**src/rtl/assert_macros.svh**
```systemverilog
// Assertion macros shared by the lexer RTL.
// Depends on nothing; included by the top level only.
`ifndef ASSERT_MACROS_SVH
`define ASSERT_MACROS_SVH
// Check that an implication holds at every clock edge outside reset.
`define CHK_IMPL(label, clk, rst_n, ante, cons) \
    label: assert property (@(posedge clk) disable iff (!rst_n) (ante) |-> (cons)) \
        else $error("check failed");
// Check that an implication holds in the next cycle.
`define CHK_NEXT(label, clk, rst_n, ante, cons) \
    label: assert property (@(posedge clk) disable iff (!rst_n) (ante) |=> (cons)) \
        else $error("check failed");
`endif

```
**src/rtl/csl_pkg.sv**
```systemverilog
// Package for the C subset lexer: token codes, error codes, scan states, result type.
// Depends on nothing; used by every lexer module.
package csl_pkg;

    localparam int unsigned MaxLexeme    = 255;
    localparam int unsigned PositionBits = 16;
    localparam int unsigned KeywordCount = 8;
    localparam logic [3:0]  TabReset     = 4'd4;

    // Token kinds.
    localparam logic [4:0] TK_PLUS = 5'd8, TK_MINUS = 5'd9, TK_STAR = 5'd10,
        TK_SLASH = 5'd11, TK_IDENT = 5'd12, TK_NUMBER = 5'd13, TK_GT = 5'd14,
        TK_GE = 5'd15, TK_LT = 5'd16, TK_LE = 5'd17, TK_EQEQ = 5'd18,
        TK_LPAR = 5'd19, TK_RPAR = 5'd20, TK_LBRACE = 5'd21, TK_RBRACE = 5'd22,
        TK_COMMA = 5'd23, TK_SEMI = 5'd24, TK_ASSIGN = 5'd25, TK_NE = 5'd26,
        TK_CHARLIT = 5'd27, TK_NONE = 5'd0;

    // Error codes.
    localparam logic [2:0] ER_NONE = 3'd0, ER_DECIMAL = 3'd1, ER_COMMENT = 3'd2,
        ER_BANG = 3'd3, ER_LITERAL = 3'd4, ER_UNKNOWN = 3'd5;

    typedef enum logic [3:0] {
        S_IDLE, S_IDENT, S_INT, S_DOT, S_FRAC, S_LT, S_GT, S_EQ, S_BANG,
        S_SLASH, S_LCOM, S_BCOM, S_BSTAR, S_QUOTE, S_QCHAR
    } t_scan;

    // Token result without positions' width dependence beyond the field widths.
    typedef struct packed {
        logic [4:0]  kind;
        logic [2:0]  err;
        logic [15:0] line;
        logic [15:0] col;
        logic [7:0]  len;
        logic [7:0]  lit;
        logic        last;
    } t_result;

    function automatic logic [2:0] kw_len(input logic [2:0] k);
        case (k)
            3'd0, 3'd5: kw_len = 3'd5;
            3'd1, 3'd4: kw_len = 3'd3;
            3'd2:       kw_len = 3'd2;
            default:    kw_len = 3'd4;
        endcase
    endfunction

    // Keyword character at position p of keyword k, zero past its end.
    function automatic logic [7:0] kw_char(input logic [2:0] k, input logic [2:0] p);
        logic [47:0] s;
        case (k)
            3'd0: s = "while";
            3'd1: s = "for";
            3'd2: s = "if";
            3'd3: s = "else";
            3'd4: s = "int";
            3'd5: s = "float";
            3'd6: s = "char";
            default: s = "main";
        endcase
        kw_char = 8'd0;
        if (p < kw_len(k)) begin
            kw_char = s[8 * (kw_len(k) - 1 - p) +: 8];
        end
    endfunction

    function automatic logic is_alpha(input logic [7:0] c);
        is_alpha = (c >= 8'h41 && c <= 8'h5a) || (c >= 8'h61 && c <= 8'h7a);
    endfunction
    function automatic logic is_digit(input logic [7:0] c);
        is_digit = c >= 8'h30 && c <= 8'h39;
    endfunction

endpackage

```
**src/rtl/csl_front.sv**
```systemverilog
// Front end of the lexer: scan state machine, position counters, result pairs.
// Depends on csl_pkg; feeds csl_queue.
module csl_front #(
    parameter int unsigned MAX_LEXEME    = csl_pkg::MaxLexeme,
    parameter int unsigned POSITION_BITS = csl_pkg::PositionBits
) (
    input  logic                i_clk,
    input  logic                i_rst_n,
    input  logic                i_step,
    input  logic [7:0]          i_char_code,
    input  logic                i_end_of_input,
    input  logic [3:0]          i_tab,
    output logic [1:0]          o_count,
    output csl_pkg::t_result    o_res0,
    output csl_pkg::t_result    o_res1
);
    localparam int unsigned LenBits = $clog2(MAX_LEXEME + 1);
    localparam logic [POSITION_BITS-1:0] PosMax = '1;
    localparam logic [LenBits-1:0] LenMax = LenBits'(MAX_LEXEME);
    localparam int KeywordTop = csl_pkg::KeywordCount - 1;

    csl_pkg::t_scan r_state, n_state;
    logic [7:0] r_alive, n_alive;
    logic [LenBits-1:0] r_len, n_len;
    logic [7:0] r_lit, n_lit;
    logic [POSITION_BITS-1:0] r_line, n_line, r_col, n_col, r_tline, n_tline, r_tcol, n_tcol;
    logic r_halt, n_halt;

    logic [7:0] c;
    logic redo, alnum, space;
    logic [4:0] k0, k1;
    logic [2:0] e0, e1;
    logic [LenBits-1:0] l0, l1;
    logic [7:0] lit0;
    logic emit0, emit1;
    logic [POSITION_BITS:0] col_sum;

    // Keyword kind of the running identifier.
    function automatic logic [4:0] ident_kind(input logic [7:0] alive,
                                               input logic [LenBits-1:0] len);
        ident_kind = csl_pkg::TK_IDENT;
        for (int i = KeywordTop; i >= 0; i--) begin
            if (alive[i] && len == LenBits'(csl_pkg::kw_len(3'(i)))) begin
                ident_kind = 5'(i);
            end
        end
    endfunction

    // Survivor mask after seeing byte ch at position len.
    function automatic logic [7:0] filter(input logic [7:0] alive,
                                          input logic [LenBits-1:0] len,
                                          input logic [7:0] ch);
        filter = alive;
        for (int i = 0; i < csl_pkg::KeywordCount; i++) begin
            if (len > LenBits'(5) || csl_pkg::kw_char(3'(i), len[2:0]) != ch) begin
                filter[i] = 1'b0;
            end
        end
    endfunction

    function automatic logic [LenBits-1:0] grow(input logic [LenBits-1:0] len);
        grow = (len < LenMax) ? len + 1'b1 : len;
    endfunction

    function automatic logic [7:0] cap8(input logic [LenBits-1:0] len);
        logic [31:0] w;
        w = 32'(len);
        cap8 = (w > 32'd255) ? 8'hff : w[7:0];
    endfunction

    function automatic logic [15:0] cap16(input logic [POSITION_BITS-1:0] v);
        logic [31:0] w;
        w = 32'(v);
        cap16 = (w > 32'h0000_ffff) ? 16'hffff : w[15:0];
    endfunction

    // Next scan state and emitted results.
    always_comb begin
        c = i_char_code;
        alnum = csl_pkg::is_alpha(c) || csl_pkg::is_digit(c);
        space = (c == 8'h20) || (c >= 8'd9 && c <= 8'd13);
        n_state = r_state; n_alive = r_alive; n_len = r_len; n_lit = r_lit;
        n_tline = r_tline; n_tcol = r_tcol; n_halt = r_halt;
        n_line = r_line; n_col = r_col;
        emit0 = 1'b0; k0 = csl_pkg::TK_NONE; e0 = csl_pkg::ER_NONE; l0 = '0; lit0 = 8'd0;
        emit1 = 1'b0; k1 = csl_pkg::TK_NONE; e1 = csl_pkg::ER_NONE; l1 = '0;
        redo = 1'b0;
        col_sum = '0;
        if (i_end_of_input) begin
            emit0 = 1'b1;
            case (r_state)
                csl_pkg::S_IDENT: begin k0 = ident_kind(r_alive, r_len); l0 = r_len; end
                csl_pkg::S_INT, csl_pkg::S_FRAC: begin k0 = csl_pkg::TK_NUMBER; l0 = r_len; end
                csl_pkg::S_DOT: e0 = csl_pkg::ER_DECIMAL;
                csl_pkg::S_LT: begin k0 = csl_pkg::TK_LT; l0 = LenBits'(1); end
                csl_pkg::S_GT: begin k0 = csl_pkg::TK_GT; l0 = LenBits'(1); end
                csl_pkg::S_EQ: begin k0 = csl_pkg::TK_ASSIGN; l0 = LenBits'(1); end
                csl_pkg::S_BANG: e0 = csl_pkg::ER_BANG;
                csl_pkg::S_SLASH: begin k0 = csl_pkg::TK_SLASH; l0 = LenBits'(1); end
                csl_pkg::S_BCOM, csl_pkg::S_BSTAR: e0 = csl_pkg::ER_COMMENT;
                csl_pkg::S_QUOTE, csl_pkg::S_QCHAR: e0 = csl_pkg::ER_LITERAL;
                default: emit0 = 1'b0;
            endcase
            n_state = csl_pkg::S_IDLE; n_alive = 8'hff; n_len = '0;
            n_line = POSITION_BITS'(1); n_col = POSITION_BITS'(1);
        end else begin
            case (r_state)
                csl_pkg::S_IDENT: begin
                    if (alnum || c == 8'h5f) begin
                        n_alive = filter(r_alive, r_len, c); n_len = grow(r_len);
                    end else begin
                        emit0 = 1'b1; k0 = ident_kind(r_alive, r_len); l0 = r_len; redo = 1'b1;
                    end
                end
                csl_pkg::S_INT: begin
                    if (csl_pkg::is_digit(c)) n_len = grow(r_len);
                    else if (c == 8'h2e) begin
                        n_len = grow(r_len); n_state = csl_pkg::S_DOT;
                    end else begin
                        emit0 = 1'b1; k0 = csl_pkg::TK_NUMBER; l0 = r_len; redo = 1'b1;
                    end
                end
                csl_pkg::S_DOT: begin
                    if (csl_pkg::is_digit(c)) begin
                        n_len = grow(r_len); n_state = csl_pkg::S_FRAC;
                    end else begin
                        emit0 = 1'b1; e0 = csl_pkg::ER_DECIMAL;
                    end
                end
                csl_pkg::S_FRAC: begin
                    if (csl_pkg::is_digit(c)) n_len = grow(r_len);
                    else begin
                        emit0 = 1'b1; k0 = csl_pkg::TK_NUMBER; l0 = r_len; redo = 1'b1;
                    end
                end
                csl_pkg::S_LT, csl_pkg::S_GT, csl_pkg::S_EQ: begin
                    emit0 = 1'b1;
                    if (c == 8'h3d) begin
                        l0 = LenBits'(2); n_state = csl_pkg::S_IDLE;
                        k0 = (r_state == csl_pkg::S_LT) ? csl_pkg::TK_LE :
                             (r_state == csl_pkg::S_GT) ? csl_pkg::TK_GE : csl_pkg::TK_EQEQ;
                    end else begin
                        l0 = LenBits'(1); redo = 1'b1;
                        k0 = (r_state == csl_pkg::S_LT) ? csl_pkg::TK_LT :
                             (r_state == csl_pkg::S_GT) ? csl_pkg::TK_GT : csl_pkg::TK_ASSIGN;
                    end
                end
                csl_pkg::S_BANG: begin
                    emit0 = 1'b1;
                    if (c == 8'h3d) begin
                        k0 = csl_pkg::TK_NE; l0 = LenBits'(2); n_state = csl_pkg::S_IDLE;
                    end else e0 = csl_pkg::ER_BANG;
                end
                csl_pkg::S_SLASH: begin
                    if (c == 8'h2f) n_state = csl_pkg::S_LCOM;
                    else if (c == 8'h2a) n_state = csl_pkg::S_BCOM;
                    else begin
                        emit0 = 1'b1; k0 = csl_pkg::TK_SLASH; l0 = LenBits'(1); redo = 1'b1;
                    end
                end
                csl_pkg::S_LCOM: if (c == 8'h0a) n_state = csl_pkg::S_IDLE;
                csl_pkg::S_BCOM: if (c == 8'h2a) n_state = csl_pkg::S_BSTAR;
                csl_pkg::S_BSTAR: begin
                    if (c == 8'h2f) n_state = csl_pkg::S_IDLE;
                    else if (c != 8'h2a) n_state = csl_pkg::S_BCOM;
                end
                csl_pkg::S_QUOTE: begin
                    if (alnum) begin
                        n_lit = c; n_state = csl_pkg::S_QCHAR;
                    end else begin
                        emit0 = 1'b1; e0 = csl_pkg::ER_LITERAL;
                    end
                end
                csl_pkg::S_QCHAR: begin
                    emit0 = 1'b1;
                    if (c == 8'h27) begin
                        k0 = csl_pkg::TK_CHARLIT; l0 = LenBits'(3); lit0 = r_lit;
                        n_state = csl_pkg::S_IDLE;
                    end else e0 = csl_pkg::ER_LITERAL;
                end
                default: redo = 1'b1;
            endcase

            // Start of a new token on this byte.
            if (redo) begin
                n_state = csl_pkg::S_IDLE;
                if (!space) begin
                    n_tline = r_line; n_tcol = r_col; n_len = '0;
                    if (csl_pkg::is_alpha(c) || c == 8'h5f) begin
                        n_alive = filter(8'hff, '0, c); n_len = grow('0);
                        n_state = csl_pkg::S_IDENT;
                    end else if (csl_pkg::is_digit(c)) begin
                        n_len = grow('0); n_state = csl_pkg::S_INT;
                    end else begin
                        emit1 = 1'b1; l1 = LenBits'(1);
                        case (c)
                            8'h3c: begin emit1 = 1'b0; n_state = csl_pkg::S_LT; end
                            8'h3e: begin emit1 = 1'b0; n_state = csl_pkg::S_GT; end
                            8'h3d: begin emit1 = 1'b0; n_state = csl_pkg::S_EQ; end
                            8'h21: begin emit1 = 1'b0; n_state = csl_pkg::S_BANG; end
                            8'h2f: begin emit1 = 1'b0; n_state = csl_pkg::S_SLASH; end
                            8'h27: begin emit1 = 1'b0; n_state = csl_pkg::S_QUOTE; end
                            8'h2b: k1 = csl_pkg::TK_PLUS;
                            8'h2d: k1 = csl_pkg::TK_MINUS;
                            8'h2a: k1 = csl_pkg::TK_STAR;
                            8'h28: k1 = csl_pkg::TK_LPAR;
                            8'h29: k1 = csl_pkg::TK_RPAR;
                            8'h7b: k1 = csl_pkg::TK_LBRACE;
                            8'h7d: k1 = csl_pkg::TK_RBRACE;
                            8'h2c: k1 = csl_pkg::TK_COMMA;
                            8'h3b: k1 = csl_pkg::TK_SEMI;
                            default: begin e1 = csl_pkg::ER_UNKNOWN; l1 = '0; end
                        endcase
                    end
                end
            end

            // Position update.
            if (c == 8'h0a) begin
                n_line = (r_line == PosMax) ? r_line : r_line + 1'b1;
                n_col = POSITION_BITS'(1);
            end else begin
                col_sum = {1'b0, r_col} + ((c == 8'h09) ? (POSITION_BITS+1)'(i_tab)
                                                        : (POSITION_BITS+1)'(1));
                n_col = col_sum[POSITION_BITS] ? PosMax : col_sum[POSITION_BITS-1:0];
            end
        end
        if ((emit0 && e0 != csl_pkg::ER_NONE) || (emit1 && e1 != csl_pkg::ER_NONE)) begin
            n_halt = 1'b1;
        end
    end

    // Result pair formatting; the second result carries the new start position.
    always_comb begin
        o_res0 = '0; o_res1 = '0;
        o_res0.kind = (e0 != csl_pkg::ER_NONE) ? csl_pkg::TK_NONE : k0;
        o_res0.err  = e0;
        o_res0.line = cap16(r_tline);
        o_res0.col  = cap16(r_tcol);
        o_res0.len  = (e0 != csl_pkg::ER_NONE) ? 8'd0 : cap8(l0);
        o_res0.lit  = lit0;
        o_res0.last = !emit1;
        o_res1.kind = (e1 != csl_pkg::ER_NONE) ? csl_pkg::TK_NONE : k1;
        o_res1.err  = e1;
        o_res1.line = cap16(r_line);
        o_res1.col  = cap16(r_col);
        o_res1.len  = (e1 != csl_pkg::ER_NONE) ? 8'd0 : cap8(l1);
        o_res1.lit  = 8'd0;
        o_res1.last = 1'b1;
        if (emit0 && emit1) o_count = 2'd2;
        else if (emit0 || emit1) o_count = 2'd1;
        else o_count = 2'd0;
        if (!emit0) o_res0 = o_res1;
        if (!i_step || r_halt) o_count = 2'd0;
    end

    // State registers.
    always_ff @(posedge i_clk) begin
        if (!i_rst_n) begin
            r_state <= csl_pkg::S_IDLE; r_alive <= 8'hff; r_len <= '0; r_lit <= 8'd0;
            r_line <= POSITION_BITS'(1); r_col <= POSITION_BITS'(1);
            r_tline <= POSITION_BITS'(1); r_tcol <= POSITION_BITS'(1);
            r_halt <= 1'b0;
        end else if (i_step && !r_halt) begin
            r_state <= n_state; r_alive <= n_alive; r_len <= n_len; r_lit <= n_lit;
            r_line <= n_line; r_col <= n_col; r_tline <= n_tline; r_tcol <= n_tcol;
            r_halt <= n_halt;
        end
    end
endmodule

```
**src/rtl/csl_queue.sv**
```systemverilog
// Result queue of the lexer: takes up to two results a cycle, gives one.
// Depends on csl_pkg; sits between csl_front and the result ports.
module csl_queue (
    input  logic             i_clk,
    input  logic             i_rst_n,
    input  logic [1:0]       i_count,
    input  csl_pkg::t_result i_res0,
    input  csl_pkg::t_result i_res1,
    input  logic             i_pop,
    output logic             o_empty,
    output logic             o_room,
    output csl_pkg::t_result o_head
);
    localparam int Depth = 8;
    csl_pkg::t_result r_mem [Depth];
    logic [2:0] r_wp, r_rp, n_wp, n_rp;
    logic [3:0] r_cnt, n_cnt;
    logic do_pop;

    // Pointer and fill arithmetic.
    always_comb begin
        do_pop = i_pop && (r_cnt != 4'd0);
        n_wp = r_wp + 3'(i_count);
        n_rp = r_rp + 3'(do_pop);
        n_cnt = r_cnt + 4'(i_count) - 4'(do_pop);
    end
    assign o_empty = (r_cnt == 4'd0);
    assign o_room  = (r_cnt <= 4'd6);
    assign o_head  = r_mem[r_rp];

    // Storage writes.
    always_ff @(posedge i_clk) begin
        if (i_count != 2'd0) r_mem[r_wp] <= i_res0;
        if (i_count == 2'd2) r_mem[r_wp + 3'd1] <= i_res1;
    end

    always_ff @(posedge i_clk) begin
        if (!i_rst_n) begin
            r_wp <= '0; r_rp <= '0; r_cnt <= '0;
        end else begin
            r_wp <= n_wp; r_rp <= n_rp; r_cnt <= n_cnt;
        end
    end
endmodule

```
**src/rtl/c_subset_lexer_core.sv**
```systemverilog
// Top level of the C subset lexer: tab register, front end and result queue.
// Depends on csl_pkg, csl_front, csl_queue and assert_macros.svh.
// The lexer takes one source byte each cycle while full is low; every byte is
// classified by the scan state machine, which yields up to two
// tokens, written into an eight-entry result queue drained one per pop. full
// rises when the queue has fewer than two free entries. An error token halts
// the lexer until reset; later bytes are taken and dropped.
`include "assert_macros.svh"
module c_subset_lexer_core #(
    parameter int unsigned MAX_LEXEME    = csl_pkg::MaxLexeme,
    parameter int unsigned POSITION_BITS = csl_pkg::PositionBits
) (
    input  logic        i_clk,
    input  logic        i_rst_n,
    input  logic        push,
    output logic        full,
    input  logic [7:0]  i_char_code,
    input  logic        i_end_of_input,
    output logic        empty,
    input  logic        pop,
    output logic [4:0]  o_token_kind,
    output logic [2:0]  o_error_code,
    output logic [15:0] o_start_line,
    output logic [15:0] o_start_column,
    output logic [7:0]  o_lexeme_length,
    output logic [7:0]  o_literal_char,
    output logic        o_last_of_run,
    input  logic        i_cfg_we,
    input  logic [3:0]  i_cfg_data
);
    logic [3:0] r_tab;
    logic step, room;
    logic [1:0] cnt;
    csl_pkg::t_result res0, res1, head;

    // Tab width register.
    always_ff @(posedge i_clk) begin
        if (!i_rst_n) r_tab <= csl_pkg::TabReset;
        else if (i_cfg_we) r_tab <= i_cfg_data;
    end

    assign full = !room;
    assign step = push && room;

    csl_front #(.MAX_LEXEME(MAX_LEXEME), .POSITION_BITS(POSITION_BITS)) u_front (
        .i_clk, .i_rst_n, .i_step(step), .i_char_code, .i_end_of_input,
        .i_tab(r_tab), .o_count(cnt), .o_res0(res0), .o_res1(res1)
    );

    csl_queue u_queue (
        .i_clk, .i_rst_n, .i_count(cnt), .i_res0(res0), .i_res1(res1),
        .i_pop(pop), .o_empty(empty), .o_room(room), .o_head(head)
    );

    assign o_token_kind    = head.kind;
    assign o_error_code    = head.err;
    assign o_start_line    = head.line;
    assign o_start_column  = head.col;
    assign o_lexeme_length = head.len;
    assign o_literal_char  = head.lit;
    assign o_last_of_run   = head.last;

    // Results only appear after an accepted byte.
    `CHK_IMPL(a_cnt_step, i_clk, i_rst_n, !step, cnt == 2'd0)
    // An error result on the first slot is the last of its step.
    `CHK_IMPL(a_err_last, i_clk, i_rst_n, cnt == 2'd2, res0.err == csl_pkg::ER_NONE)
    // A result written to an empty queue is visible next cycle.
    `CHK_NEXT(a_fill, i_clk, i_rst_n, empty && cnt != 2'd0, !empty)
endmodule

```
**config.mk**
```make
export PLATFORM = sky130hd
export DESIGN_NAME = c_subset_lexer_core
export DESIGN_NICKNAME = d
export VERILOG_FILES = /design/src/rtl/csl_pkg.sv /design/src/rtl/csl_front.sv /design/src/rtl/csl_queue.sv /design/src/rtl/c_subset_lexer_core.sv
export VERILOG_INCLUDE_DIRS = /design/src /design/src/rtl
export SDC_FILE = /design/constraint.sdc
export NUM_CORES = 1
export LEC_CHECK = 0
export BUFFER_PORTS_ARGS = -buffer_cell sky130_fd_sc_hd__buf_2
export CAP_MARGIN = 20
export CORE_MARGIN = 3
export CORE_UTILIZATION = 40
export DETAILED_ROUTE_END_ITERATION = 10
export HOLD_SLACK_MARGIN = 0.05
export RECOVER_POWER = 100
export SLEW_MARGIN = 0
export SYNTH_ARGS = -nofsm -noshare
export SYNTH_HDL_FRONTEND = slang
export SYNTH_SLANG_ARGS = --single-unit
```
**constraint.sdc**
```tcl
create_clock -name i_clk -period 4.45 [get_ports i_clk]
set_input_delay 0.6675 -clock i_clk [delete_from_list [all_inputs] [get_ports i_clk]]
set_output_delay 0.6675 -clock i_clk [all_outputs]
set_load 0.01 [all_outputs]
```
### Yosys cells after proc, flatten, opt, wreduce, memory -nomap -nowiden

Memory sizes are Yosys's and may differ from the RTL's. A register that Yosys moved wholly into a read port is not among the register bits.
Index checks and enable logic that the tools add are counted.

* logic and storage cells: 589
* output and inout port bits: 59
* input bits: 18
* memories: 1
* flip-flop bits (word level): 107
* bits in writable memories: 456

* shift operators: 16
* $lt $le $gt $ge: 19
* equal/unequal tests: 72
* bitwise gates (word level): 2
* reductions and logical operators: 71
* muxes and demuxes: 375
* add/sub/neg operators: 20

Memory list
* u_queue.r_mem: depth 8, width 57, read ports 1, clocked after Yosys merged registers in 1, wr ports 2, RTL line csl_queue.sv:15 `csl_pkg::t_result r_mem [Depth];`

Operators with widths (count)
* $mux 48: 56
* $mux 8: 103
* $shiftx 48x33->8: 16
* $mux 3: 94
* $mux 4: 37
* $ne 8x8->1: 16
* $eq 8x6->1 const B: 15
* $sub 29x3->29: 4
* $mux 16: 6
* $mux 5: 18
* $eq 8x3->1: 8
* $mux 57: 1
* $pmux 8 s7: 1
* $pmux 5 s9: 1
* $mux 1: 42
* $pmux 4 s9: 1
* $pmux 5 s7: 1
* $sub 3x1->4 const B: 8
* $pmux 5 s6: 1
* $eq 4x4->1 const B: 7
* $logic_and 1x1->1: 26
* $eq 8x7->1 const B: 3
* $ne 4x2->1 const B: 6
* $pmux 3 s4: 2
* 55 further kinds: 102

### Logic depth before layout (Yosys ltp)

* depth after elaboration: 29
* mapped depth: 19
* gate-level depth less buffers: 15

### By module

A second synthesis with hierarchy kept.

* cells, all modules: 2333
* area total of the unflattened synthesis: 31271.2 sq um

Modules (own cells, without submodules)
* csl_queue: cells an instance 1247, sequential area each 13893.3 sq um, instances 1, area an instance 23288.6 sq um
* csl_front: cells an instance 1071, sequential area each 1861.8 sq um, instances 1, area an instance 7818.7 sq um
* c_subset_lexer_core: cells an instance 15, sequential area each 80.1 sq um, instances 1, area an instance 163.9 sq um

### Worst setup path before layout

OpenSTA, ideal clock, no wires.

* path type: in2reg
* start: input i_char_code[4]
* end: memory u_queue.r_mem[5][17] in the netlist's numbering (enable)
* setup time: 0.395 ns
* slack: -0.389 ns
* arrival: 4.444 ns
* buffers on the path: 4
* required time: 4.055 ns
* stages on the path: 15
* path through: buf_4 nor4bb_1 clkbuf_1 and2_1 clkbuf_1 a211oi_4 o41ai_4 nor4b_1 ha_1 nor2_1 nor3_1 and3_1 clkbuf_1 nor2_1 inv_1

RTL lines
* start, declared: RTL line c_subset_lexer_core.sv:17 `input logic [7:0] i_char_code,`
* end, declared: RTL line csl_queue.sv:15

==> results.toml <==
[layout]
synthToLayoutAreaGrowth_pct = 16.4
fin_cells = 3443
nNetsFinal = 2510
drive_gt1_share_pct = 21.2

[logic_synthesis]
synth_flop_cell = "edfxtp_1"
avgSynthCellArea_um2 = 11.7
ys_warn_count = 0
ys_top_cells_by_area = "edfxtp_1, dfxtp_1, mux4_2"
synth-seq-cells = 563
yosys.area.top_type_share_pct = 34.0
synth_edf_count = 320
synth_cell_types = 92
synth_async_sr_flop_share_pct = 0
ys_seq_area_share_pct = 51.2
netlist_instances = 2407
synth_nets = 2457
syn_area_um2 = 28300
synth_top_area_cell = "edfxtp_1"

[clocking]
cts_tree = "done"
clkTransAtPathRegs_ns = 0.06
cts-root-buf = "clkbuf_16"
cts_buffers = 59
clk_latency_ns = 0.63
clockBufferDepth = 3
cts_resized = 0
post-cts-setup-buffer-count = 0
cts.htree.levels = 2
ctsHoldBuffers = 0
cts_sinks = 563

[setup_path]
critPathKind = "reg -> out"
crit_fanout = 37
end_kind = "primary output"
cp.arrival_ns = 3.47
required_ns = 3.78
start_kind = "flop"

[floorplan]
io_pins = 77
dieArea_um2 = 73900
die_h_um = 272
die-width_um = 272
start_util_pct = 40.8
design.core.area_um2 = 69300
rows = 96

[placed_design]
port-buffer-count = 76
gp_congestion = 0.966
dp.cells = 3329
post-dp-hpwl_mm = 60.2

[global_route]
grt_antenna_before_repair = 2
grt_max_degree = 59
track_usage_pct = 24.8
grt_overflow_total = 0
grt_pass1_vias = 21954
grt_pass1_wl_mm = 140

[detailed_routing]
drc = 0
vias = 21983
routed_via_density = 6.38
postRouteWirelength_mm = 93.1
drt-wirelength-per-cell_um = 27.0
dr.pass1.iters = 5
drt_iter0_markers = 2483
antenna_left = 0

[sta]
period_share_pct = 93.1
drv_slew = 27
fin_setup_tns_ns = 0
fin_skew_ns = 0.0184
hold_violations = 0
min_period_ns = 4.14
setup_viol = 0
rsz0062_at_grt = "no"
max_freq_ghz = 0.241
max_slew.worst_pin.slew_ns = 1.85
maxSlewHeadroom_pct = -23.2

[power_and_ir_drop]
ir_worst_vdd_v = 0.000349
clkPwrFrac_pct = 39.9
p_per_area_nw_per_um2 = 421
p_seq_share_pct = 41.9
combPwrFrac_pct = 18.2
p_sw_share_pct = 27.0
p_leak_uw = 0.0112
internal-power_uw = 10100
power.switching_uw = 3750

[outcome]
violations = "max-capacitance violations, max-slew violations"
status = "finished, violations left"

[job]
max-cap-violations = 1

[min_path]
hold_path_class = "in -> reg"
## placed cells by master (no fill, tap or decap), types with 42 or more instances in the layout
cell,instances
a21oi_1,88
nand2_1,165
o21ai_0,54
buf_4,108
nor2_1,113
clkbuf_16,60
mux2_2,48
clkbuf_1,52
buf_12,42
o2bb2ai_1,120
o22ai_1,62
dfxtp_1,240
edfxtp_1,320
a22o_1,268
nand3_1,46
mux4_2,114
## sequential cells by signal (all words and copies together), names as in the netlist
register / flops
u_front.r_tcol: 16
u_front.r_state: 4
u_queue.r_mem: 456
u_front.r_col: 16
u_front.r_len: 8
u_front.r_line: 16
u_front.r_alive: 8
u_queue.r_cnt: 4
u_queue.r_wp: 3
r_tab: 4
u_queue.r_rp: 3
u_front.r_halt: 1
u_front.r_lit: 8
u_front.r_tline: 16
## power by group through the flow
stage | clock (uW) | sequential, uW | combinational [uW]
2_1_floorplan | 0 | 5740 | 1770
3_3_place_gp | 0 | 5920 | 2570
3_5_place_dp | 0 | 5930 | 2580
4_1_cts | 5590 | 5820 | 2590
5_1_grt | 5820 | 5830 | 2700
6_report | 5530 | 5810 | 2520
## cell usage after synthesis (11+ instances only)
master and number:
nand3_1 46, o211ai_1 16, nand4_1 12, o21ai_0 54, a31oi_1 19, inv_1 43
mux2i_1 11, nand2b_1 13, a2bb2oi_1 15, nand2_1 165, mux2_2 62, nor2_1 122
xnor2_1 27, buf_1 49, mux4_2 114, o22ai_1 62, nor3_1 36, dfxtp_1 243
or2_2 11, and3_1 15, a22o_1 268, o2bb2ai_1 120, edfxtp_1 320, nor2b_1 16
clkbuf_1 206, ha_1 29, a21oi_1 88, and2_1 15
## per-layer routing
metal / vias to the layer above / global-route usage [%] / wire, um
li1: 9583 / - / -
met2: 1050 / 41.6 / 45200
met1: 11165 / 33.0 / 37700
met3: 185 / 3.72 / 7400
met5: - / 0 / 0
met4: 0 / 8.18 / 2860
## kinds of logic (layout without fill, tap and decap cells)
logic type,Yosys count,after routing,synth area share [%]
AND/OR/NAND/NOR,518,518,9.00
XOR/XNOR,37,37,1.15
AO/OA/AOI/OAI,762,762,21.0
other,0,1,0
adder cells (fa/ha/maj),32,32,1.50
buffers and inverters,308,412,4.22
flip-flops,563,563,51.2
multiplexers,187,187,11.9
## per-stage QoR
stage	setup slack [ns]	util (%)	hold WS, ns	cell area, um2	total power (uW)
floorplan	-0.0134	-	0.427	28400	7520
detailed placement	0.117	44.6	0.443	30900	8510
global placement	0.162	44.6	0.439	30900	8490
finish	0.308	47.5	0.284	32900	13900
CTS	0.647	47.8	0.271	33100	14000
global route	0.185	47.5	0.296	32900	14400
## cell type report
| type | instances | area [um2] |
|---|---|---|
| fill | 6173 | 36400 |
| sequential | 563 | 14500 |
| multi-input combinational | 1536 | 12700 |
| timing repair buffer | 254 | 2120 |
| clock buffer | 80 | 1720 |
| tap | 931 | 1160 |
| clock inverter | 32 | 499 |
| inverter | 46 | 188 |
| antenna | 1 | 2.50 |
## worst max-delay path, stage by stage, from the launching register on
cell	delay, ns
dfxtp_2	1.09
clkbuf_2	0.76
mux4_2	0.43
mux2_1	0.37
buf_2	0.17
## worst paths after layout
path	from	endpoint	slack, ns	cells after the start
max	u_queue.r_rp[1]	o_start_column[6]	0.31	4
min	i_cfg_data[2]	r_tab[2]	0.28	3
max reg2reg	u_front.r_state[3]	u_queue.r_mem[7][45]	0.35	15
min reg2reg	u_queue.r_mem[2][14]	u_queue.r_mem[2][14]	0.46	1
Power figures use the tool's default switching activity.
